File: src/rtl/feature_zscore_normalizer_unit_defines.svh
// Assertion macros used by the feature z-score normaliser top level.
`ifndef FEATURE_ZSCORE_NORMALIZER_UNIT_DEFINES_SVH
`define FEATURE_ZSCORE_NORMALIZER_UNIT_DEFINES_SVH

// Same-cycle implication, checked outside reset.
`define FZN_ASSERT_IMP(lbl, ante, cons, msg) \
  lbl: assert property (@(posedge clk) disable iff (!rst_n) (ante) |-> (cons)) \
    else $error(msg);

// Next-cycle implication, checked outside reset.
`define FZN_ASSERT_NEXT(lbl, ante, cons, msg) \
  lbl: assert property (@(posedge clk) disable iff (!rst_n) (ante) |=> (cons)) \
    else $error(msg);

`endif

File: src/rtl/fzn_pkg.sv
// Package of constants and codes for the feature z-score normaliser.
package fzn_pkg;
  localparam int MAX_FEATURES = 16;
  localparam int MAX_SAMPLES  = 1024;
  localparam int ADDR_W  = $clog2(MAX_SAMPLES);
  localparam int CNT_W   = ADDR_W + 1;
  localparam int COL_W   = $clog2(MAX_FEATURES);
  localparam int FC_W    = 5;
  localparam int SMP_W   = 16;
  localparam int SUM_W   = 27;
  localparam int DNUM_W  = 48;
  localparam int DDEN_W  = 17;
  localparam int ROOT_W  = DNUM_W / 2;

  localparam logic [1:0] CMD_PUSH  = 2'd0;
  localparam logic [1:0] CMD_READ  = 2'd1;
  localparam logic [1:0] CMD_CLEAR = 2'd2;

  localparam logic [1:0] ST_OK     = 2'd0;
  localparam logic [1:0] ST_FULL   = 2'd1;
  localparam logic [1:0] ST_EMPTY  = 2'd2;
  localparam logic [1:0] ST_NOROW  = 2'd3;
endpackage

File: src/rtl/fzn_div.sv
// Iterative restoring divider, one quotient bit per cycle.
module fzn_div (
  input  logic                        clk,
  input  logic                        rst_n,
  input  logic                        start,
  input  logic [fzn_pkg::DNUM_W-1:0]  num,
  input  logic [fzn_pkg::DDEN_W-1:0]  den,
  output logic                        done,
  output logic [fzn_pkg::DNUM_W-1:0]  quo
);
  import fzn_pkg::*;

  logic                busy_r;
  logic                done_r;
  logic [5:0]          cnt_r;
  logic [DNUM_W-1:0]   quo_r;
  logic [DDEN_W-1:0]   rem_r;
  logic [DDEN_W-1:0]   den_r;
  logic [DDEN_W:0]     trial;
  logic                fits;

  assign trial = {rem_r, quo_r[DNUM_W-1]};
  assign fits  = trial >= {1'b0, den_r};

  always_ff @(posedge clk) begin
    if (!rst_n) begin
      busy_r <= 1'b0;
      done_r <= 1'b0;
      cnt_r  <= '0;
    end else begin
      done_r <= 1'b0;
      if (start) begin
        busy_r <= 1'b1;
        cnt_r  <= '0;
      end else if (busy_r) begin
        cnt_r <= cnt_r + 6'd1;
        if (cnt_r == 6'(DNUM_W - 1)) begin
          busy_r <= 1'b0;
          done_r <= 1'b1;
        end
      end
    end
  end

  always_ff @(posedge clk) begin
    if (start) begin
      quo_r <= num;
      rem_r <= '0;
      den_r <= den;
    end else if (busy_r) begin
      if (fits) begin
        rem_r <= DDEN_W'(trial - {1'b0, den_r});
      end else begin
        rem_r <= trial[DDEN_W-1:0];
      end
      quo_r <= {quo_r[DNUM_W-2:0], fits};
    end
  end

  assign done = done_r;
  assign quo  = quo_r;
endmodule

File: config.mk
export PLATFORM = sky130hd
export DESIGN_NAME = fzn_div
export DESIGN_NICKNAME = d
export VERILOG_FILES = /design/src/rtl/feature_zscore_normalizer_unit_defines.svh /design/src/rtl/fzn_pkg.sv /design/src/rtl/fzn_div.sv
export SDC_FILE = /design/constraint.sdc
export NUM_CORES = 1
export LEC_CHECK = 0
export ABC_AREA = 1
export BUFFER_PORTS_ARGS = -buffer_cell sky130_fd_sc_hd__buf_2
export CAP_MARGIN = 20
export CORE_ASPECT_RATIO = 1.4
export CORE_MARGIN = 2
export CORE_UTILIZATION = 45
export DETAILED_ROUTE_END_ITERATION = 8
export PLACE_DENSITY = 0.69
export SKIP_LAST_GASP = 1
export SLEW_MARGIN = 10
export SYNTH_ARGS = -nofsm -noshare
export SYNTH_HDL_FRONTEND = slang
export SYNTH_SLANG_ARGS = --single-unit
File: constraint.sdc
create_clock -name clk -period 6 [get_ports clk]
set_clock_uncertainty 0.15 [all_clocks]
set_input_delay 0 -clock clk [delete_from_list [all_inputs] [get_ports clk]]
set_output_delay 0 -clock clk [all_outputs]
set_load 0.02 [all_outputs]
Word-level counts from Yosys, hierarchy flattened
Cells that the tools add are included.
- output and inout port bits: 49
- input port bits: 68
- register bits: 90
- bitwise operators: 2
- reductions and logical operators: 3
- $add $sub $neg: 2
- mux-type cells: 7
- $lt $le $gt $ge: 1
- eq/ne operators: 1
- operators by type and width (cell ; number):
    48-bit two-way mux ; 2
    18-bit by 17-bit >= comparator with 1-bit output ; 1
    17-bit two-way mux ; 1
    17-bit subtractor ; 1
    6-bit by 1-bit adder with 6-bit output, second input constant ; 1
    6-bit == test, second input constant ; 1
    1-bit two-way mux ; 4
    3-bit OR reduction ; 1
    1-bit NOT ; 2
    2-bit nonzero test ; 1
    2-bit OR reduction ; 1

Longest topological paths before layout
- depth in word-level cells: 4
- depth in mapped cells: 16
- mapped depth without buffers: 15

Worst setup path after synthesis
Ideal clock, no wire load.
- path type: reg2reg
- start point: register quo_r[47], in the netlist quo[47]
- end point: register quo_r[0], in the netlist quo[0], data pin
- period minus slack after synthesis: 2292 ps
- arrival: 1874 ps
- buffers on the path: 1
- stages on the path, launching flop included: 14
- slack: 3708 ps
- path through: edfxtp_1 inv_1 ha_1 inv_1 fa_1 nand2_2 nand2_2 nand3_2 nand2_4 nand2_4 nand2_4 nand2_8 buf_6 a31oi_1
- cells in the longest elaborated chain, start to end: 3
- RTL lines (what ; line ; text):
    from (decl) ; fzn_div.sv:16 ; logic [DNUM_W-1:0] quo_r;
    from (signal assigned) ; fzn_div.sv:47 ; quo_r <= num;
    from (signal assigned) ; fzn_div.sv:56 ; quo_r <= {quo_r[DNUM_W-2:0], fits};
    18-bit by 17-bit >= comparator with 1-bit output ; fzn_div.sv:23 ; assign fits = trial >= {1'b0, den_r};
    48-bit two-way mux ; fzn_div.sv:50 ; end else if (busy_r) begin
    48-bit two-way mux ; fzn_div.sv:46 ; if (start) begin
No other way between the ends. The select of a mux whose other input is x is not followed.
A chain may end at the register's enable or synchronous reset.

Worst setup path after layout
- start point: register quo_r[47], in the netlist quo[47]
- end point: register rem_r[11]
- cells in the longest elaborated chain, start to end: 2
- elaborated cells on any way between the ends: 3
- RTL lines (what ; line ; text):
    17-bit subtractor or 18-bit by 17-bit >= comparator with 1-bit output (tied branches) ; fzn_div.sv:52, fzn_div.sv:23 ;
    17-bit two-way mux (*) ; fzn_div.sv:51 ; if (fits) begin
    to (signal assigned) ; fzn_div.sv:52 ; rem_r <= DDEN_W'(trial - {1'b0, den_r});
    to (signal assigned) ; fzn_div.sv:54 ; rem_r <= trial[DDEN_W-1:0];
    to (decl) ; fzn_div.sv:17 ; logic [DDEN_W-1:0] rem_r;
Mark *: on every way between the ends. The rest lies on a longest branch, timed or not.

==> flow_summary.toml <==
[finish]
register_area_sq_um = 2450
fin_nets = 874
diodes = 0
layout.cells.non_filler = 933
multi_input_area_sq_um = 2150
fillerInstances = 943
synthToLayoutAreaGrowth_pct = 33.0
drive_gt1_share_pct = 22.0

[synth]
syn_area_sq_um = 4970
syn_avg_cell_area_sq_um = 8.18
synthCells = 608
ys_types = 35
synth_seq_area_share_pct = 49.3
synth-seq-cells = 90
yosysWarnings = 0
synth_nets = 695

[sta]
grt_setup_unrepaired = "false"
fmax_mhz = 431
fin_ws_ns = 3.68
min_period_ns = 2.32
report.final.setup_viol = 0
hold_viol = 0
maxSlewViolCount = 0
period_share_pct = 38.7
max-slew-margin-rel_pct = 31.9
tightest_slew_ns = 1.02
tns_ns = 0

[clocking]
cts_tree = "done"
clock-sinks = 90
h-tree-depth = 3
ctsResizeCount = 0
cts.clk_slew.worst_paths_ns = 0.07
cts_buffers = 9
cts_root_buffer = "clkbuf_16"
postCtsSetupBuffers = 0
clk_latency_ns = 0.34
clock_path_buffers = 2

[floorplan]
rows = 45
die_h_um = 128
ios = 117
initial_utilization_pct = 46.0
die_area_sq_um = 11900
die_w_um = 92.8
core-area_sq_um = 10800

[grt]
grt_usage_pct = 22.6
grt_pass1_vias = 4594
grt_pass1_wl_um = 21500
grt-ovfl-total = 0
grt_max_degree = 69
grt_antenna_before_repair = 0

[power]
power.total_w = 0.00158
power_leakage_nw = 3.36
power_density_nw_per_um2 = 239
ir_worst_vdd_mv = 0.163

[placed_design]
hpwl_um = 8400
gp_congestion = 0.927
io_buffers = 116
place_ws_ns = 3.67
placed_cells = 851

[worst_setup_path]
crit_path_start_kind = "flop"
path_class = "reg -> reg"
crit_fanout = 19
crit_top_cell = "nand2_4"
critPathCaptureType = "flop"
critical_path.cell_chain = "inv_1 > ha_1 > inv_1 > fa_1 > nand2_2 > nand2_2 > nand3_2 > nand2_4 > nand2_4 > nand2_4 > nand2_8 > nand2_8 > nand2_1 > nand3_1 > nand2_1"
cpPeakStageDelay_ns = 0.42
cp_data_required_time_ns = 6.13
cp_slowest_cell = "fa_1"
cp.arrival_ns = 2.45

[route]
via_per_inst = 4.88
num_vias = 4550
firstDrtPassIters = 5
drc = 0
drtIter0Drc = 203
wl_per_cell_um = 13.5
routed_wl_um = 12600
ant_nets = 0

[hold_path]
min_path_type = "in -> reg"

[outcome]
status = "complete, no violations"

[flow_run]
cap_violations = 0
==> report_power, final <==
group	internal (W)	switching, W
clock network	0.000328	0.000246
registers	0.000722	0.0000244
logic	0.000105	0.000157
total	0.00116	0.000428
==> final timing paths <==
check                           endpoint             startpoint  cells past startpoint  slack, ns
setup / recovery  rem_r[11]$_SDFFE_PP0P_      quo[47]$_DFFE_PP_                     15       3.68
hold reg to reg    rem_r[5]$_SDFFE_PP0P_  rem_r[5]$_SDFFE_PP0P_                      2       0.33
hold / removal        den_r[5]$_DFFE_PP_                  start                      2       0.21
setup reg to reg  rem_r[11]$_SDFFE_PP0P_      quo[47]$_DFFE_PP_                     15       3.68
==> kinds of logic (layout without fill, tap and decap cells) <==
group                      Yosys count  after routing  share of synthesized area (%)
and+or+nand+nor                    383            383                           34.9
DFF                                 90             90                           49.3
buffers and inverters               89            273                           7.40
AOI/OAI and AO/OA                   20             20                           2.24
adders and majority gates           19             19                           4.93
xor gates and xnor gates             7              7                           1.23
==> Yosys cell counts (all sizes together) <==
library cell	n	area [sq um]
nand2	302	1230
inv	71	267
edfxtp	65	1950
nand3	28	170
dfxtp	25	500
nor2	23	123
nand3b	21	158
ha	18	225
a21oi	13	68.8
clkbuf	10	37.5
buf	7	60.1
xnor2	6	52.6
nor3	5	25.0
o21ai	3	15.0
a31oi	2	12.5
nand4	2	12.5
and2	1	6.26
clkinv	1	3.75
fa	1	20.0
o211ai	1	7.51
o21a	1	7.51
or2	1	8.76
xor2	1	8.76
==> area by class of cell <==
cell class,instances,area share [%]
Tap cell,141,2.67
Multi-Input combinational cell,429,32.5
Sequential cell,90,37.1
Timing Repair Buffer,185,19.1
Clock inverter,6,1.06
Inverter,72,4.09
Clock buffer,10,3.46
==> worst max-delay path: cells and delay by family, from the launching register on <==
family,cells,cell delay [ns]
buffers and inverters,2,0.16
adders and majority gates,2,0.56
and+or+nand+nor,11,1.01
DFF,1,0.38
==> stage by stage <==
stage	util [%]	area, sq um	hold WS [ns]
finish	61.2	6610	0.207
global route	61.2	6610	0.227
CTS	61.2	6610	0.206
detailed placement	52.3	5650	0.0287
global placement	52.3	5650	0.0283
floorplan	-	4970	-0.0511
==> cells in the final DEF (no fill, tap or decap) <==
master	instances
nand3_2	6
nand4_1	2
clkinv_2	1
or2_4	1
buf_2	116
o21ai_0	3
dfxtp_1	25
clkbuf_16	9
dlygate4sd3_1	66
nor2_2	2
bufinv_16	1
buf_4	3
nor3_1	5
ha_1	18
nand2_1	282
nand2_4	4
edfxtp_1	65
a21oi_1	12
xnor2_1	6
nand3_1	22
nor2_8	1
nor2_1	18
inv_2	7
a21oi_2	1
inv_6	4
and2_1	1
nand3b_1	21
xor2_1	1
a31oi_1	2
fa_1	1
nor2_4	2
clkinv_1	1
inv_1	64
o21a_1	1
clkbuf_1	1
nand2_8	2
o211ai_1	1
nand2_2	14
==> registers in the layout (all words and copies together), names as in the netlist <==
register,cells
quo,48
done,1
rem_r,17
busy_r,1
den_r,17
cnt_r,6
==> metal layers <==
layer / share of wire, % / track usage, % / wire, um / vias up
met5: 0 / 0 / 0 / -
met4: 2.4 / 8.91 / 299 / 0
li1: - / - / - / 2280
met1: 39 / 24.7 / 4950 / 2087
met2: 53 / 42.1 / 6660 / 157
met3: 5.7 / 4.86 / 720 / 26
==> timing repair <==
item | 4_1_cts | 5_1_grt
hold buffers | 66 | 0
setup endpoints to repair | 0 | 0
endpoints found under the hold margin | 72 | 0
Power figures use the tool's default switching activity.
