<file path="config.mk">
export PLATFORM = sky130hd
export DESIGN_NAME = fzn_sqrt
export DESIGN_NICKNAME = d
export VERILOG_FILES = /design/src/rtl/feature_zscore_normalizer_unit_defines.svh /design/src/rtl/fzn_pkg.sv /design/src/rtl/fzn_sqrt.sv
export SDC_FILE = /design/constraint.sdc
export NUM_CORES = 1
export LEC_CHECK = 0
export ABC_CLOCK_PERIOD_IN_PS = 7400
export BUFFER_PORTS_ARGS = -buffer_cell sky130_fd_sc_hd__buf_2
export CORE_ASPECT_RATIO = 0.5
export CORE_MARGIN = 1.5
export CORE_UTILIZATION = 43
export CTS_CLUSTER_DIAMETER = 40
export DETAILED_ROUTE_END_ITERATION = 10
export SETUP_SLACK_MARGIN = 0.3
export SLEW_MARGIN = 20
export SYNTH_ARGS = -nofsm -noshare
export SYNTH_HDL_FRONTEND = slang
export SYNTH_SLANG_ARGS = --single-unit
</file>
<file path="constraint.sdc">
create_clock -name clk -period 7.4 [get_ports clk]
set_input_delay 0.37 -clock clk [delete_from_list [all_inputs] [get_ports clk]]
set_output_delay 0.37 -clock clk [all_outputs]
set_load 0.01 [all_outputs]
</file>
<file path="src/rtl/feature_zscore_normalizer_unit_defines.svh">
// Assertion macros used by the feature z-score normaliser top level.
`ifndef FEATURE_ZSCORE_NORMALIZER_UNIT_DEFINES_SVH
`define FEATURE_ZSCORE_NORMALIZER_UNIT_DEFINES_SVH

// Same-cycle implication, checked outside reset.
`define FZN_ASSERT_IMP(lbl, ante, cons, msg) \
  lbl: assert property (@(posedge clk) disable iff (!rst_n) (ante) |-> (cons)) \
    else $error(msg);

// Next-cycle implication, checked outside reset.
`define FZN_ASSERT_NEXT(lbl, ante, cons, msg) \
  lbl: assert property (@(posedge clk) disable iff (!rst_n) (ante) |=> (cons)) \
    else $error(msg);

`endif

</file>
<file path="src/rtl/fzn_pkg.sv">
// Package of constants and codes for the feature z-score normaliser.
package fzn_pkg;
  localparam int MAX_FEATURES = 16;
  localparam int MAX_SAMPLES  = 1024;
  localparam int ADDR_W  = $clog2(MAX_SAMPLES);
  localparam int CNT_W   = ADDR_W + 1;
  localparam int COL_W   = $clog2(MAX_FEATURES);
  localparam int FC_W    = 5;
  localparam int SMP_W   = 16;
  localparam int SUM_W   = 27;
  localparam int DNUM_W  = 48;
  localparam int DDEN_W  = 17;
  localparam int ROOT_W  = DNUM_W / 2;

  localparam logic [1:0] CMD_PUSH  = 2'd0;
  localparam logic [1:0] CMD_READ  = 2'd1;
  localparam logic [1:0] CMD_CLEAR = 2'd2;

  localparam logic [1:0] ST_OK     = 2'd0;
  localparam logic [1:0] ST_FULL   = 2'd1;
  localparam logic [1:0] ST_EMPTY  = 2'd2;
  localparam logic [1:0] ST_NOROW  = 2'd3;
endpackage

</file>
<file path="src/rtl/fzn_sqrt.sv">
// Iterative integer square root, two radicand bits per cycle.
module fzn_sqrt (
  input  logic                        clk,
  input  logic                        rst_n,
  input  logic                        start,
  input  logic [fzn_pkg::DNUM_W-1:0]  radicand,
  output logic                        done,
  output logic [fzn_pkg::ROOT_W-1:0]  root
);
  import fzn_pkg::*;

  logic              busy_r;
  logic              done_r;
  logic [4:0]        cnt_r;
  logic [DNUM_W-1:0] v_r;
  logic [DNUM_W-1:0] res_r;
  logic [DNUM_W-1:0] bit_r;
  logic [DNUM_W-1:0] trial;

  assign trial = res_r + bit_r;

  always_ff @(posedge clk) begin
    if (!rst_n) begin
      busy_r <= 1'b0;
      done_r <= 1'b0;
      cnt_r  <= '0;
    end else begin
      done_r <= 1'b0;
      if (start) begin
        busy_r <= 1'b1;
        cnt_r  <= '0;
      end else if (busy_r) begin
        cnt_r <= cnt_r + 5'd1;
        if (cnt_r == 5'(ROOT_W - 1)) begin
          busy_r <= 1'b0;
          done_r <= 1'b1;
        end
      end
    end
  end

  always_ff @(posedge clk) begin
    if (start) begin
      v_r   <= radicand;
      res_r <= '0;
      bit_r <= {2'b01, {(DNUM_W-2){1'b0}}};
    end else if (busy_r) begin
      if (v_r >= trial) begin
        v_r   <= v_r - trial;
        res_r <= (res_r >> 1) + bit_r;
      end else begin
        res_r <= res_r >> 1;
      end
      bit_r <= bit_r >> 2;
    end
  end

  assign done = done_r;
  assign root = res_r[ROOT_W-1:0];
endmodule
</file>
After elaboration in Yosys (flattened, before gate mapping)
Cells that the tools add are included.
{ "op_classes": {"addsub": 4, "n_lt_le_gt_ge": 1, "eq_ne": 1, "mux": 8, "n_bitwise": 2, "n_reduce_logical": 5} }
{ "ops": {"columns": ["operator", "count"], "rows": [
  ["2-to-1 mux 48 bit", 4],
  ["adder 47 x 47 -> 48 bit", 1],
  ["adder 48 x 47 -> 48 bit", 1],
  [">= comparator 48 bit", 1],
  ["subtractor 48 bit", 1],
  ["adder 5 x 1 -> 5 bit, second input constant", 1],
  ["== test 5 bit, second input constant", 1],
  ["2-to-1 mux 1 bit", 4],
  ["nonzero test 2 bit", 2],
  ["OR reduction 3 bit", 1],
  ["inverter 1 bit", 2],
  ["AND reduction 2 bit", 1],
  ["OR reduction 2 bit", 1]
]} }
{ "totals": {"reg_bits": 127, "input_bits": 51, "output_inout_bits": 25, "elab_cells": 27} }

Depth between registers and ports, before layout
Gate-level depths: netlist of run 1.
{ "logic_depth": {"word_depth": 5, "mapped_depth": 21, "mapped_depth_nobuf": 19} }

Worst setup path after synthesis of run 1
Ideal clock, no wire load.
{ "synth_timing": {"path_type": "register -> register", "start": "reg res_r[4]", "end": "reg v_r[0], enable pin", "setup_ps": 406, "t_arrival_ps": 5077, "t_required_ps": 6994, "slack_ps": 1916, "path_stages_with_launch": 21, "n_path_buf": 2, "synth_period_minus_slack_ps": 5484, "path_cell_list": "dfxtp_1 > ha_1 > nand2_1 > or4_4 > a2111oi_4 > o21bai_1 > a211oi_2 > nor2_1 > o21ai_1 > xnor2_1 > ha_1 > clkbuf_2 > nand4_1 > nor4_2 > and4b_1 > nor3_1 > and3_1 > buf_2 > nand2_4 > nand2_1 > nand2_1"} }
{ "synth_via": {"elab_chain_len": 4} }
{ "synth_rtl": {"columns": ["item", "line", "source"], "rows": [
  ["start: declaration", "fzn_sqrt.sv:16", "logic [DNUM_W-1:0] res_r;"],
  ["start signal: assignment", "fzn_sqrt.sv:50", "res_r <= (res_r >> 1) + bit_r;"],
  ["start signal: assignment", "fzn_sqrt.sv:52", "res_r <= res_r >> 1;"],
  ["adder 48 x 47 -> 48 bit", "fzn_sqrt.sv:20", "assign trial = res_r + bit_r;"],
  [">= comparator 48 bit", "fzn_sqrt.sv:48", "if (v_r >= trial) begin"],
  ["nonzero test 2 bit (no source line)", null, null],
  ["AND reduction 2 bit (no source line)", null, null],
  ["end signal: assignment", "fzn_sqrt.sv:44", "v_r <= radicand;"],
  ["end signal: assignment", "fzn_sqrt.sv:49", "v_r <= v_r - trial;"],
  ["end: declaration", "fzn_sqrt.sv:15", "logic [DNUM_W-1:0] v_r;"]
]} }
No other way between the ends.
A chain may end at the register's enable or synchronous reset.

Worst setup path in the final report of run 1
{ "layout_timing": {"start": "reg res_r[6]", "end": "reg v_r[17], enable pin"} }
The elaborated chain is that of the path after synthesis.

==> results of run 1 <==
## sequential cells by signal, summed over array words and instances, names as in the netlist
register and count:
done 1, v_r 48, bit_r 24, busy_r 1
cnt_r 5, res_r 48
## Yosys cell counts (7+ instances only)
| master | instances |
|---|---|
| nor3b_1 | 7 |
| o21bai_1 | 20 |
| buf_2 | 19 |
| and3_1 | 16 |
| inv_1 | 36 |
| mux2i_1 | 33 |
| ha_1 | 99 |
| clkbuf_1 | 42 |
| a211oi_1 | 21 |
| or3_1 | 20 |
| nor2b_1 | 16 |
| a311oi_1 | 24 |
| nand3_1 | 26 |
| nand4_1 | 32 |
| nand2b_1 | 12 |
| and2_1 | 14 |
| a31oi_1 | 42 |
| nor2_1 | 147 |
| a21oi_1 | 94 |
| a221oi_1 | 11 |
| edfxtp_1 | 48 |
| nor3_1 | 23 |
| o21a_1 | 10 |
| nor4_1 | 9 |
| o22ai_1 | 7 |
| and4_1 | 8 |
| dfxtp_1 | 79 |
| a21o_1 | 37 |
| o31ai_1 | 16 |
| o211ai_1 | 12 |
| nand2_1 | 184 |
| or2_2 | 9 |
| a31o_2 | 9 |
| xnor2_1 | 47 |
| o21ai_0 | 112 |
| buf_4 | 25 |
| xor2_1 | 57 |
## power breakdown
group	internal, mW	switching (mW)
clock network	0.450	0.358
logic	0.745	1.22
registers	0.906	0.127
## worst min-delay path by stage
stage	to	cells after the start	slack, ns
floorplan	done	2	0.47
global placement	done	2	0.48
detailed placement	done	2	0.50
CTS	busy_r	2	0.16
global route	busy_r	2	0.17
finish	busy_r	2	0.15
## cells in the final DEF, fill, tap and decap left out, types with 6 or more instances in the layout
| cell | instances |
|---|---|
| xnor2_1 | 47 |
| nand4_1 | 32 |
| a311oi_1 | 24 |
| o31ai_1 | 16 |
| mux2i_1 | 33 |
| nor2_1 | 147 |
| or2_2 | 9 |
| a31o_2 | 9 |
| a221oi_1 | 11 |
| a211oi_1 | 21 |
| nand2b_1 | 12 |
| and3_1 | 16 |
| a21o_1 | 37 |
| nor3b_1 | 7 |
| o211ai_1 | 12 |
| a31oi_1 | 42 |
| clkbuf_16 | 18 |
| inv_1 | 36 |
| ha_1 | 99 |
| buf_4 | 8 |
| dfxtp_1 | 78 |
| a211o_1 | 6 |
| xor2_1 | 57 |
| or3_1 | 20 |
| o21bai_1 | 20 |
| nor3_1 | 23 |
| o21ai_0 | 112 |
| o22ai_1 | 7 |
| and4_1 | 8 |
| and2_1 | 14 |
| o21a_1 | 10 |
| nor2b_1 | 16 |
| nand3_1 | 26 |
| edfxtp_1 | 48 |
| buf_2 | 74 |
| nand2_1 | 183 |
| a21oi_1 | 94 |
| nor4_1 | 9 |
## per-stage QoR
step | hold slack [ns] | total power [mW] | cell area [sq um]
after detailed placement | 0.4965 | 2.962 | 12400
after global placement | 0.4751 | 2.934 | 12400
after floorplan | 0.4671 | 2.514 | 11990
after global routing | 0.1684 | 4.060 | 12940
after CTS | 0.1550 | 3.781 | 12940
final | 0.1535 | 3.808 | 12940
## critical path: stages, from the launching register on
cell and delay (ns):
dfxtp_1 0.38, ha_1 0.39, nand4_1 0.14, o31ai_1 0.47, a211o_1 0.33, a211oi_1 0.14, o31ai_1 0.49, a31oi_1 0.16
nor2b_1 0.17, xnor2_1 0.14, ha_1 0.44, nand4_1 0.19, nor4_2 0.39, and4b_1 0.24, nor3_1 0.06, and3_1 0.32
nand2_4 0.39, nand2_1 0.20, nand2_2 0.14, buf_4 0.56
## logic make-up after synthesis
logic type	count (synthesis)	share of synthesized area, %
compound gates	476	26.55
mux	37	3.131
xor+xnor	104	7.597
fa+ha+maj	100	10.50
simple gates	544	21.77
flops	127	25.21
buf+inv	132	5.249
## cell type report
class | count | area (sq um)
multi-input cells | 1261 | 8341
repair buffers | 82 | 430.4
clock inverters | 11 | 78.83
well taps | 374 | 467.9
clock buffers | 21 | 461.7
inverters | 37 | 138.9
flip-flops and latches | 127 | 3027
fillers | 2698 | 13960
## metal layers
metal | GRT usage (%) | share of wire (%) | wire length (microns)
met1 | 41.78 | 52 | 19750
met2 | 36.99 | 40 | 15140
met3 | 4.982 | 7.4 | 2809
met4 | 5.419 | 0.85 | 323
met5 | 0 | 0 | 0
==> metrics.csv, run 1 <==
metric,value,unit
start_kind,register,
rsz0062_at_grt,false,
ys_ff_latch,127,
fin_tns_setup,0,ns
cts_tree,done,
ant_nets,0,
slew_violations,0,
drv_cap,0,
place_ws,1.343,ns
yosys-top-cells-area,"dfxtp_1 13%, edfxtp_1 12%, ha_1 10%",
core_area,26910,sq um
crit_start,res_r[6],
wl_per_cell,19.87,microns
arrival,6.27,ns
htree_levels,4,
drc,0,
cts_resized,0,
dp.cells,1881,
leakage,5.046,nW
setup_viol,0,
grt_overflow_total,0,
via_count,11620,
r2r_start,res_r[6],
root_buffer,clkbuf_16,
rr_worst_depth,19,
gp_congestion,0.9288,
synthFlopType,dfxtp_1,
end_kind,register,
drive_above_1_share,10.27,%
dpl.hpwl,28.98,mm
worstSetupEndpoint,v_r[17],
port_buffers,75,
synth_area_per_cell,7.888,sq um
yosysSeqAreaShare,25.21,%
period_needed,6.186,ns
ys_types,94,
slew_headroom,36.20,%
io_pins,76,
syn_to_final_growth,7.962,%
powerDensity,294.2,nW/um^2
fin_util,48.11,%
cts_inserted_buffers,17,
cts_hold_buf,0,
syn_area,11990,sq um
die_x,239.2,microns
num_rows,42,
drt-initial-drc-count,1182,
clkSlewWorstSetupHoldPaths,0.07,ns
crit_fanout,48,
initial_core_util,44.56,%
routed_via_density,6.073,
worst_slew_pin_slew,0.9570,ns
hp-class,in -> reg,
fin_crit_sh,83.60,%
timing.fmax,161.7,MHz
reg2reg_slack,1.21,ns
min_from,rst_n,
grt_pass1_wl,58.96,mm
postCtsSetupBuffers,0,
crit_required,7.48,ns
synth_edf_count,48,
cts.sinks,127,
crit_type,reg -> reg,
antenna_found_initial,0,
r2r-end,v_r[17],
wl,38.02,mm
dr.pass1.iters,5,
clk_latency,0.46,ns
ir_worst_vdd,0.1683,mV
syn-num-nets,1671,
layout_setup_ws,1.214,ns
fin_skew,0.01379,ns
syn-instance-count,1520,
finalHoldViolCount,0,
grt_pass1_vias,10680,
die-area,28960,sq um
grt.total_usage,26.65,%
final_cells,1913,
nets,1677,
synth_warnings,0,
async_flop_share,0,%
floorplan.die.height,121.1,microns
outcome,"finished, final reports clean",
num_antenna_cells,0,
grt_max_degree,84,
clock_path_buffers,2,
synth_top_area_share,13.19,%
yosysTopAreaCell,dfxtp_1,
Note: power is estimated with default switching activity, not from simulation.
==> inputs of run 2 (changes only) <==
Settings changed: ABC_CLOCK_PERIOD_IN_PS 7400 to 5700.
Clock period 7.4 ns to 5.7 ns, I/O delays scaled along.
==> metrics.csv, run 2 (synthesis results as in run 1) <==
metric,value,unit
timing.fmax,190.2,MHz
wl,38.96,mm
end_kind,register,
crit_type,reg -> reg,
fin_tns_setup,0,ns
outcome,"finished, final reports clean",
min_from,rst_n,
htree_levels,4,
drt-initial-drc-count,1239,
seq_area,3033,sq um
r2r_start,res_r[28],
rsz0062_at_grt,false,
clkSlewWorstSetupHoldPaths,0.06,ns
ir_worst_vdd,0.2481,mV
ant_nets,0,
syn_to_final_growth,12.08,%
core_area,26910,sq um
final_cell_mix,"182 x nand2_1, 146 x nor2_1, 112 x o21ai_0",
p_comb_share,54.1,%
start_kind,register,
multi_input_comb_area,8537,sq um
drv_cap,0,
fin_util,49.95,%
dpl.hpwl,29.21,mm
grt_pass1_wl,60.00,mm
fin_skew,0.01414,ns
seqPwrFrac,26.1,%
total_power,5.107,mW
period_needed,5.259,ns
switching_share,44.74,%
p_sw,2.285,mW
slew_headroom,27.51,%
die-area,28960,sq um
initial_core_util,44.56,%
clock_path_buffers,2,
wl_per_cell,20.04,microns
num_rows,42,
grt_pass1_vias,10830,
leakage,5.228,nW
grt_max_degree,85,
finish.instance_area,13440,sq um
layout.cells.most_common,nand2_1,
pwr-share-clk,19.9,%
grt_overflow_total,0,
io_pins,76,
grt.total_usage,27.01,%
dp.cells,1901,
dr.pass1.iters,6,
cts.sinks,127,
p_int,2.822,mW
root_buffer,clkbuf_16,
nets,1708,
reg_top3,"res_r (48), v_r (48), bit_r (24)",
setup_viol,0,
cts_inserted_buffers,17,
slew_violations,0,
crit_start,res_r[28],
crit_required,5.85,ns
finalHoldViolCount,0,
layout_setup_ws,0.4414,ns
hp-class,in -> reg,
floorplan.die.height,121.1,microns
place_area,12570,sq um
cts_tree,done,
place_ws,0.3179,ns
worst_slew_pin_slew,1.081,ns
arrival,5.41,ns
drive_above_1_share,14.08,%
port_buffers,75,
antenna_found_initial,0,
hold_ws,0.08543,ns
gp_congestion,1.022,
drc,0,
powerDensity,380.0,nW/um^2
num_antenna_cells,0,
final_cells,1944,
routed_via_density,6.110,
fillers,2677,
fin_crit_sh,92.26,%
crit_fanout,9,
die_x,239.2,microns
clk_latency,0.45,ns
via_count,11880,
run 2: changes by cell type in the layout (fill, tap and decap cells not counted), moves of 4 or more:
| cell | delta |
|---|---|
| dfxtp_2 | +5 |
| buf_4 | +23 |
| ha_2 | +4 |
| buf_6 | +4 |
| dfxtp_1 | -5 |
| ha_4 | +6 |
| ha_1 | -10 |
run 2: final cells by class:
cell class                      instances  area share, %
Clock buffer                           20          3.249
Clock inverter                         12         0.6517
Inverter                               37          1.033
Multi-Input combinational cell       1261          63.52
Sequential cell                       127          22.57
Tap cell                              374          3.482
Timing Repair Buffer                  113          5.493
run 2: metal layers:
metal / global-route usage (%) / routed length (microns)
met3: 7.075 / 3767
met4: 6.052 / 529
met1: 41.73 / 19610
met5: 0 / 0
met2: 36.37 / 15050
run 2: final timing paths:
| kind | to | slack, ns | cells past startpoint |
|---|---|---|---|
| worst max-delay path | v_r[4] | 0.44 | 19 |
| worst max register to register | v_r[4] | 0.44 | 19 |
| worst min-delay path | busy_r | 0.09 | 2 |
| worst min register to register | res_r[0] | 0.51 | 2 |
run 2: timing repair:
action / CTS / global route
cloned: 0 / 5
gates resized for setup: 1 / 41
pin swaps: 0 / 7
hold buffers: 0 / 0
setup endpoints to repair: 48 / 98
setup buffers: 0 / 6
run 2: power groups by stage:
stage	logic, mW	registers, mW	clock network (mW)
after floorplan	2.00	1.27	0
after global placement	2.56	1.34	0
after detailed placement	2.58	1.34	0
after CTS	2.60	1.32	1.02
after global routing	3.02	1.35	1.07
final	2.76	1.33	1.02
run 2: critical path, cell delays in order, from the launching register on:
cell and delay, ns:
dfxtp_1 0.56, ha_2 0.32, nand4_1 0.22, or4_4 0.56
nor3_1 0.16, a222oi_1 0.11, buf_4 0.17, o211ai_1 0.20
a41oi_1 0.15, nor2b_1 0.16, xnor2_1 0.15, ha_2 0.43
nand4_1 0.18, nor4_4 0.37, nand2_1 0.17, a21o_1 0.34
nand2_4 0.15, nand2_2 0.14, nand2_8 0.20, clkbuf_16 0.22
